File: config.mk
export PLATFORM = sky130hd
export DESIGN_NAME = swing_pivot_detector_top
export DESIGN_NICKNAME = d
export VERILOG_FILES = /design/src/spd_pkg.sv /design/src/swing_pivot_detector_top.sv
export SDC_FILE = /design/constraint.sdc
export NUM_CORES = 2
export LEC_CHECK = 0
export BUFFER_PORTS_ARGS = -buffer_cell sky130_fd_sc_hd__buf_4
export CORE_ASPECT_RATIO = 0.6
export CORE_UTILIZATION = 61
export CTS_BUF_LIST = sky130_fd_sc_hd__clkbuf_4 sky130_fd_sc_hd__clkbuf_8
export DETAILED_ROUTE_END_ITERATION = 8
export GPL_TIMING_DRIVEN = 0
export PLACE_DENSITY = 0.83
export SLEW_MARGIN = 20
export SYNTH_ARGS = -nofsm -noshare
export SYNTH_HDL_FRONTEND = slang
export SYNTH_SLANG_ARGS = --single-unit
File: constraint.sdc
create_clock -name aclk -period 74.3 [get_ports aclk]
set_input_delay 7.43 -clock aclk [delete_from_list [all_inputs] [get_ports aclk]]
set_output_delay 7.43 -clock aclk [all_outputs]
set_load 0.005 [all_outputs]
File: src/spd_pkg.sv
// ============================================================================
// spd_pkg
// Types and constants shared by the swing pivot detector and its checker.
// ============================================================================
package spd_pkg;

    // Default parameter values
    localparam int MAX_HALF_WINDOW_DEF = 8;
    localparam int PRICE_BITS_DEF      = 32;

    // Fixed field widths
    localparam int CFG_BITS   = 4;
    localparam int BAR_BITS   = 32;
    localparam int INDEX_BITS = 24;
    localparam int PIVOT_BITS = 32;

    localparam logic [CFG_BITS-1:0]   HALF_WINDOW_RST = 4'd3;
    localparam logic [INDEX_BITS-1:0] INDEX_MAX       = {INDEX_BITS{1'b1}};

    // One result beat
    typedef struct packed {
        logic [INDEX_BITS-1:0] index;
        logic                  is_low;
        logic [PIVOT_BITS-1:0] price;
        logic                  last;
    } result_t;

endpackage

File: src/swing_pivot_detector_top.sv
// ============================================================================
// swing_pivot_detector_top
// Sliding-window swing pivot detector with alternating pending pivot.
// ============================================================================
// One bar is taken per cycle as long as the output queue has room for two
// results. A bar waits in the input register, where the centre of the window
// (half_window bars back) is compared in parallel with all the other bars of
// the window, and the pending pivot is updated. Results (zero, one or two per
// bar) go into a three-entry output queue and are offered on m_ from there.
// The only slowdown is a downstream that takes fewer beats than are produced
// (a bar that releases two pivots puts two beats into the queue).
// half_window is clamped to 1 .. MAX_HALF_WINDOW and should only be written
// while no bar is in flight.
// ============================================================================
module swing_pivot_detector_top #(
    parameter int MAX_HALF_WINDOW = spd_pkg::MAX_HALF_WINDOW_DEF,
    parameter int PRICE_BITS      = spd_pkg::PRICE_BITS_DEF
) (
    input  logic                          aclk,
    input  logic                          aresetn,
    // configuration
    input  logic                          cfg_wr_en,
    input  logic [spd_pkg::CFG_BITS-1:0]  cfg_wr_data,
    // bar input
    input  logic                          s_valid,
    output logic                          s_ready,
    input  logic [spd_pkg::BAR_BITS-1:0]  s_bar_high,
    input  logic [spd_pkg::BAR_BITS-1:0]  s_bar_low,
    input  logic                          s_end_of_series,
    // pivot output
    output logic                          m_valid,
    input  logic                          m_ready,
    output logic [spd_pkg::INDEX_BITS-1:0] m_pivot_index,
    output logic                          m_pivot_is_low,
    output logic [spd_pkg::PIVOT_BITS-1:0] m_pivot_price,
    output logic                          m_run_last
);
    import spd_pkg::*;

    localparam int WIN_DEPTH   = 2 * MAX_HALF_WINDOW + 1;
    localparam int HW_BITS     = $clog2(MAX_HALF_WINDOW + 1);
    localparam int CLAMP_BITS  = (HW_BITS > CFG_BITS) ? HW_BITS : CFG_BITS;
    localparam int POS_BITS    = $clog2(WIN_DEPTH);
    localparam int QUEUE_DEPTH = 3;
    localparam int QCNT_BITS   = 2;

    typedef logic [PRICE_BITS-1:0] price_t;

    // ------------------------------------------------------------------------
    // Registers
    // ------------------------------------------------------------------------
    logic [CFG_BITS-1:0]   half_window_reg;
    logic                  in_valid_reg;
    price_t                in_high_reg;
    price_t                in_low_reg;
    logic                  in_eos_reg;
    price_t                win_high_reg [WIN_DEPTH-1];
    price_t                win_low_reg  [WIN_DEPTH-1];
    logic [INDEX_BITS-1:0] bar_cnt_reg;
    logic                  pend_valid_reg;
    logic                  pend_low_reg;
    logic [INDEX_BITS-1:0] pend_idx_reg;
    price_t                pend_price_reg;
    result_t               q_reg [QUEUE_DEPTH];
    logic [QCNT_BITS-1:0]  q_cnt_reg;

    logic                  pend_valid_next;
    logic                  pend_low_next;
    logic [INDEX_BITS-1:0] pend_idx_next;
    price_t                pend_price_next;
    result_t               q_next [QUEUE_DEPTH];
    logic [QCNT_BITS-1:0]  q_cnt_next;

    // ------------------------------------------------------------------------
    // Combinational signals
    // ------------------------------------------------------------------------
    logic [CLAMP_BITS-1:0] hw_ext;
    logic [HW_BITS-1:0]    hw;
    logic [POS_BITS:0]     two_hw;
    price_t                view_high [WIN_DEPTH];
    price_t                view_low  [WIN_DEPTH];
    price_t                ctr_high;
    price_t                ctr_low;
    logic                  is_high;
    logic                  is_low;
    logic                  in_window;
    logic                  pivot;
    logic                  kind_low;
    price_t                piv_price;
    logic [INDEX_BITS-1:0] piv_idx;
    logic                  pop;
    logic [QCNT_BITS-1:0]  cnt_ap;
    logic                  adv;
    logic [QCNT_BITS-1:0]  n_res;
    result_t               res0;
    result_t               res1;
    result_t               shifted [QUEUE_DEPTH];

    // Half window clamp
    always_comb begin
        hw_ext = CLAMP_BITS'(half_window_reg);
        if (hw_ext == '0) begin
            hw_ext = CLAMP_BITS'(1);
        end else if (hw_ext > CLAMP_BITS'(MAX_HALF_WINDOW)) begin
            hw_ext = CLAMP_BITS'(MAX_HALF_WINDOW);
        end
        hw     = HW_BITS'(hw_ext);
        two_hw = (POS_BITS + 1)'(hw) << 1;
    end

    // Window as seen after this bar is shifted in
    always_comb begin
        view_high[0] = in_high_reg;
        view_low[0]  = in_low_reg;
        for (int i = 1; i < WIN_DEPTH; i++) begin
            view_high[i] = win_high_reg[i-1];
            view_low[i]  = win_low_reg[i-1];
        end
    end

    // Centre against every other bar of the window, in parallel
    always_comb begin
        logic active;
        ctr_high = view_high[POS_BITS'(hw)];
        ctr_low  = view_low[POS_BITS'(hw)];
        is_high  = 1'b1;
        is_low   = 1'b1;
        for (int j = 0; j < WIN_DEPTH; j++) begin
            active = ((POS_BITS + 1)'(j) <= two_hw) && (POS_BITS'(j) != POS_BITS'(hw));
            if (active && (view_high[j] >= ctr_high)) begin
                is_high = 1'b0;
            end
            if (active && (view_low[j] <= ctr_low)) begin
                is_low = 1'b0;
            end
        end
        in_window = bar_cnt_reg >= INDEX_BITS'(two_hw);
        pivot     = in_window && (is_high || is_low);
        kind_low  = !is_high;
        piv_price = kind_low ? ctr_low : ctr_high;
        piv_idx   = bar_cnt_reg - INDEX_BITS'(hw);
    end

    // Queue flow
    assign pop     = m_valid && m_ready;
    assign cnt_ap  = q_cnt_reg - QCNT_BITS'(pop);
    assign adv     = in_valid_reg && (cnt_ap <= QCNT_BITS'(1));
    assign s_ready = !in_valid_reg || adv;

    // Pending pivot update and released results
    always_comb begin
        logic better;
        logic rel_old;
        result_t old_res;
        result_t mid_res;
        pend_valid_next = pend_valid_reg;
        pend_low_next   = pend_low_reg;
        pend_idx_next   = pend_idx_reg;
        pend_price_next = pend_price_reg;
        rel_old         = 1'b0;
        better          = kind_low ? (piv_price < pend_price_reg)
                                   : (piv_price > pend_price_reg);
        old_res.index   = pend_idx_reg;
        old_res.is_low  = pend_low_reg;
        old_res.price   = PIVOT_BITS'(pend_price_reg);
        old_res.last    = 1'b0;
        if (pivot) begin
            if (pend_valid_reg && (pend_low_reg == kind_low)) begin
                if (better) begin
                    pend_idx_next   = piv_idx;
                    pend_price_next = piv_price;
                end
            end else begin
                rel_old         = pend_valid_reg;
                pend_valid_next = 1'b1;
                pend_low_next   = kind_low;
                pend_idx_next   = piv_idx;
                pend_price_next = piv_price;
            end
        end
        mid_res.index  = pend_idx_next;
        mid_res.is_low = pend_low_next;
        mid_res.price  = PIVOT_BITS'(pend_price_next);
        mid_res.last   = 1'b1;
        res0  = old_res;
        res1  = mid_res;
        n_res = QCNT_BITS'(rel_old);
        if (in_eos_reg && pend_valid_next) begin
            pend_valid_next = 1'b0;
            if (rel_old) begin
                n_res = QCNT_BITS'(2);
            end else begin
                res0  = mid_res;
                n_res = QCNT_BITS'(1);
            end
        end else begin
            res0.last = 1'b1;
        end
    end

    // Output queue: shift on pop, append at the new tail
    always_comb begin
        for (int k = 0; k < QUEUE_DEPTH; k++) begin
            if (pop && (k < QUEUE_DEPTH - 1)) begin
                shifted[k] = q_reg[k+1];
            end else begin
                shifted[k] = q_reg[k];
            end
        end
        for (int k = 0; k < QUEUE_DEPTH; k++) begin
            q_next[k] = shifted[k];
            if (adv && (n_res != '0) && (QCNT_BITS'(k) == cnt_ap)) begin
                q_next[k] = res0;
            end else if (adv && (n_res == QCNT_BITS'(2))
                         && (QCNT_BITS'(k) == cnt_ap + QCNT_BITS'(1))) begin
                q_next[k] = res1;
            end
        end
        q_cnt_next = cnt_ap + (adv ? n_res : '0);
    end

    // Control state
    always_ff @(posedge aclk) begin
        if (!aresetn) begin
            half_window_reg <= HALF_WINDOW_RST;
            in_valid_reg    <= 1'b0;
            bar_cnt_reg     <= '0;
            pend_valid_reg  <= 1'b0;
            q_cnt_reg       <= '0;
        end else begin
            if (cfg_wr_en) begin
                half_window_reg <= cfg_wr_data;
            end
            if (s_valid && s_ready) begin
                in_valid_reg <= 1'b1;
            end else if (adv) begin
                in_valid_reg <= 1'b0;
            end
            if (adv) begin
                pend_valid_reg <= pend_valid_next;
                if (bar_cnt_reg != INDEX_MAX) begin
                    bar_cnt_reg <= bar_cnt_reg + INDEX_BITS'(1);
                end
            end
            q_cnt_reg <= q_cnt_next;
        end
    end

    // Payload
    always_ff @(posedge aclk) begin
        if (s_valid && s_ready) begin
            in_high_reg <= PRICE_BITS'(s_bar_high);
            in_low_reg  <= PRICE_BITS'(s_bar_low);
            in_eos_reg  <= s_end_of_series;
        end
        if (adv) begin
            for (int i = 0; i < WIN_DEPTH - 1; i++) begin
                win_high_reg[i] <= view_high[i];
                win_low_reg[i]  <= view_low[i];
            end
            pend_low_reg   <= pend_low_next;
            pend_idx_reg   <= pend_idx_next;
            pend_price_reg <= pend_price_next;
        end
        for (int k = 0; k < QUEUE_DEPTH; k++) begin
            q_reg[k] <= q_next[k];
        end
    end

    // Result port
    assign m_valid        = q_cnt_reg != '0;
    assign m_pivot_index  = q_reg[0].index;
    assign m_pivot_is_low = q_reg[0].is_low;
    assign m_pivot_price  = q_reg[0].price;
    assign m_run_last     = q_reg[0].last;

endmodule

==> key figures <==
Worst hold path
  • Min-delay src: win_low_reg[1][117]
  • Min-Delay Path Class: reg2reg

Power
  • Proportion of total power due to net switching: 34.2%
  • Standby leakage power: 0.0335 µW
  • Internal: 1480 µW
  • Part of the power in the clock network: 27.1%
  • Post-layout power: 2260 µW
  • Worst ir drop on vdd: 18.4 µV
  • Total power density per cell area: 26.5 nW/µm²
  • Flop pwr share: 44.8%
  • Switch Pwr: 772 µW
  • Part of the power in combinational logic: 28.1%

Clock tree
  • Clock edge transition at the registers on the reported setup and hold paths: 0.07 ns
  • Clock sinks: 1,352
  • Root buf cell: clkbuf_8
  • Insertion delay to the later sink of the worst-skew pair: 0.96 ns
  • Number of levels the H-tree was split into: 4
  • Hold buffer count at cts: 0
  • Postcts setup bufs: 0
  • CTS tree: yes
  • Worst-case clock buffer depth: 3
  • Post-CTS sizing: 0
  • Number of buffers added by the clock tree synthesis step: 199

Critical path
  • Capturing element type of the critical path: primary output
  • Setup slack of the most critical reg-to-reg path: 58.91 ns
  • Setup CP Type: in2out
  • Critical path arrival: 8.58 ns
  • CP max FO: 3
  • Worst r2r src: half_window_reg[3]
  • Launching instance or port of the critical path: m_ready
  • Type of element launching the critical path: input pin
  • Critical path data required time: 66.87 ns

Timing
  • Final Setup Violations: 0
  • Final critical path time including I/O delays and setup: 16.01 ns
  • Setup TNS: 0 ns
  • F_max: 62.4 MHz
  • Hold Vio Cnt, Final: 0
  • Final slew viol count: 0
  • Post-layout worst setup margin: 58.29 ns
  • Normalized max-slew margin: 11.5%
  • Final worst-path cycle share: 21.6%
  • Slew of the pin with the lowest slew margin: 1.32 ns
  • Clock Skews: 0.0388 ns
  • Setup repair after global routing missed its margin: no

Synthesis
  • Summed instance area of the synthesized netlist: 75,500 µm²
  • Number of distinct library cells after synthesis: 89
  • Cell count after synthesis: 5,694
  • Most numerous cell types in the synthesized netlist: edfxtp_1 (1,320), ha_1 (1,133), a21oi_1 (443)
  • Synth Net Count: 6,902
  • Most frequently used cell type in the post-synthesis netlist: edfxtp_1
  • Average instance area after synthesis: 13.3 µm²
  • Cell type contributing the most total cell area after synthesis: edfxtp_1
  • Yosys warning count: 0
  • Prevailing post-synth register cell: edfxtp_1
  • Sequential share of the synthesized area: 53.4%
  • Share of the synthesized area in the top cell type: 52.5%
  • Flop and latch count out of synthesis: 1,352
  • Share of flip-flops with an asynchronous set or reset: 0%
  • Number of synthesized flops with an enable pin: 1,320
  • Leading cell types by total area after synthesis: edfxtp_1 (53%), ha_1 (19%), mux2i_1 (4.1%)

Flow run
  • Max Cap Violations: 0

Layout
  • Filler cells: 8,236
  • Share of post-route cells with drive strength above 1: 15.1%
  • Final layout net count: 7,314
  • Area added between synthesis and finish: 12.7%

Routing
  • Via-per-instance ratio: 6.88
  • Routed met2 length: 90,500 µm
  • Remaining number of nets flagged by the antenna check after routing: 0
  • Total Routed Length: 236,000 µm
  • Highest metal layer with signal wires: met5
  • Number of vias in the routed layout: 54,242
  • Number of DRC markers in iteration 0: 8,168
  • Drc violations: 0
  • Number of detailed-routing iterations run before antenna repair: 7
  • Length of routed met3 wiring: 37,600 µm
  • Met1 routed wirelength after detailed routing: 97,900 µm
  • Wire length per cell after detailed routing: 29.9 µm

Floorplan
  • Area inside the core boundary: 122,000 µm²
  • Count of standard-cell rows: 99
  • # IOs: 134
  • Initial core utilization: 61.8%
  • Die span in x: 456 µm
  • Die Ht: 274 µm
  • Total Die Area: 125,000 µm²

Placed design
  • Input/output buffers: 132
  • Post-placement worst setup slack: 58.30 ns
  • Gp weighted congestion: 1.03
  • Sum of net half-perimeters after detailed placement: 179,000 µm

Global routing
  • Gr ovfl total: 0
  • First-pass GRT wire length: 338,000 µm
  • Pin count of the biggest net entering global routing: 116
  • Via count of the first global-routing pass: 51,883
  • Total global routing track utilization: 37.2%
  • Initial antenna violation count: 15

Outcome
  • Run status: finished, final reports clean
## layout by cell type, fill, tap and decap left out, types with 47 or more instances in the layout
cell      Yosys  layout
nand2_1     264     263
nor3_1       90      88
clkbuf_8      0     201
o221a_1      56      56
mux2i_1     311     295
clkbuf_1     96      68
buf_16        0      56
clkbuf_4      0      62
inv_1       119     118
ha_1       1133    1133
clkinv_1      0      62
a21o_1       98      98
edfxtp_1   1320    1320
nand3_1     116     115
o21ai_1      58      59
nand4_1     183     183
nor2_1      189     189
a211oi_1     86      86
or2_2        64      64
o211ai_1     47      47
o21ai_0     227     224
mux2_2      106     106
buf_4        56     190
a21oi_1     443     397
## final timing paths
| kind | end | cells past startpoint |
|---|---|---|
| max | s_ready | 7 |
| min | win_low_reg[1][149] | 0 |
| max reg2reg | q_reg[0][112] | 38 |
| min reg2reg | win_low_reg[1][149] | 0 |
## worst max-delay path, cell delays in order
cell     delay [ns]
buf_4          0.11
nand2_1        0.21
inv_1          0.08
ha_1           0.23
xor2_1         0.24
nand2_1        0.14
buf_4          0.15
## cells by family (layout without fill, tap and decap cells)
kind of cell / Yosys count / in the layout / share of synthesized area, %
muxes: 458 / 458 / 6.91
AOI/OAI and AO/OA: 1243 / 1243 / 10.5
buffers and inverters: 320 / 894 / 2.02
xor gates and xnor gates: 41 / 41 / 0.476
and+or+nand+nor: 1145 / 1145 / 7.90
DFF: 1352 / 1352 / 53.4
other: 1 / 6 / 0.00497
adders and majority gates: 1134 / 1134 / 18.8
## metrics by stage
| step | utilization [%] | hold WS (ns) | area, µm² | std cells |
|---|---|---|---|---|
| 2_1_floorplan | - | 0.426 | 75500 | 5694 |
| 3_5_place_dp | 66.4 | 0.435 | 81100 | 7521 |
| 4_1_cts | 69.6 | 0.425 | 85000 | 7884 |
| 5_1_grt | 69.6 | 0.453 | 85000 | 7886 |
| 3_3_place_gp | 64.3 | 0.431 | 78500 | 7442 |
| 6_report | 69.6 | 0.416 | 85000 | 7889 |
## layer usage
metal / track usage [%] / vias to the layer above
li1: - / 23552
met1: 54.4 / 26406
met2: 48.7 / 3738
met3: 14.5 / 542
met4: 15.2 / 4
met5: 0 / -
## final cells by class
type                       instances  area (µm²)  area share [%]
clock buffer                     263        3230            3.80
inverter                         120         458           0.538
multi-input combinational       4022       34500            40.5
timing repair buffer             211        2840            3.34
sequential                      1352       40300            47.4
buffer                           200        1120            1.32
antenna                            5        12.5          0.0147
clock inverter                   100         622           0.731
tap                             1616        2020            2.38
## power groups by stage
stage	registers (µW)	logic, µW	clock network (µW)
2_1_floorplan	1070	361	0
3_3_place_gp	1130	524	0
3_5_place_dp	1020	609	0
4_1_cts	1010	615	612
5_1_grt	1010	685	642
6_report	1010	635	611
Power figures use the tool's default switching activity.
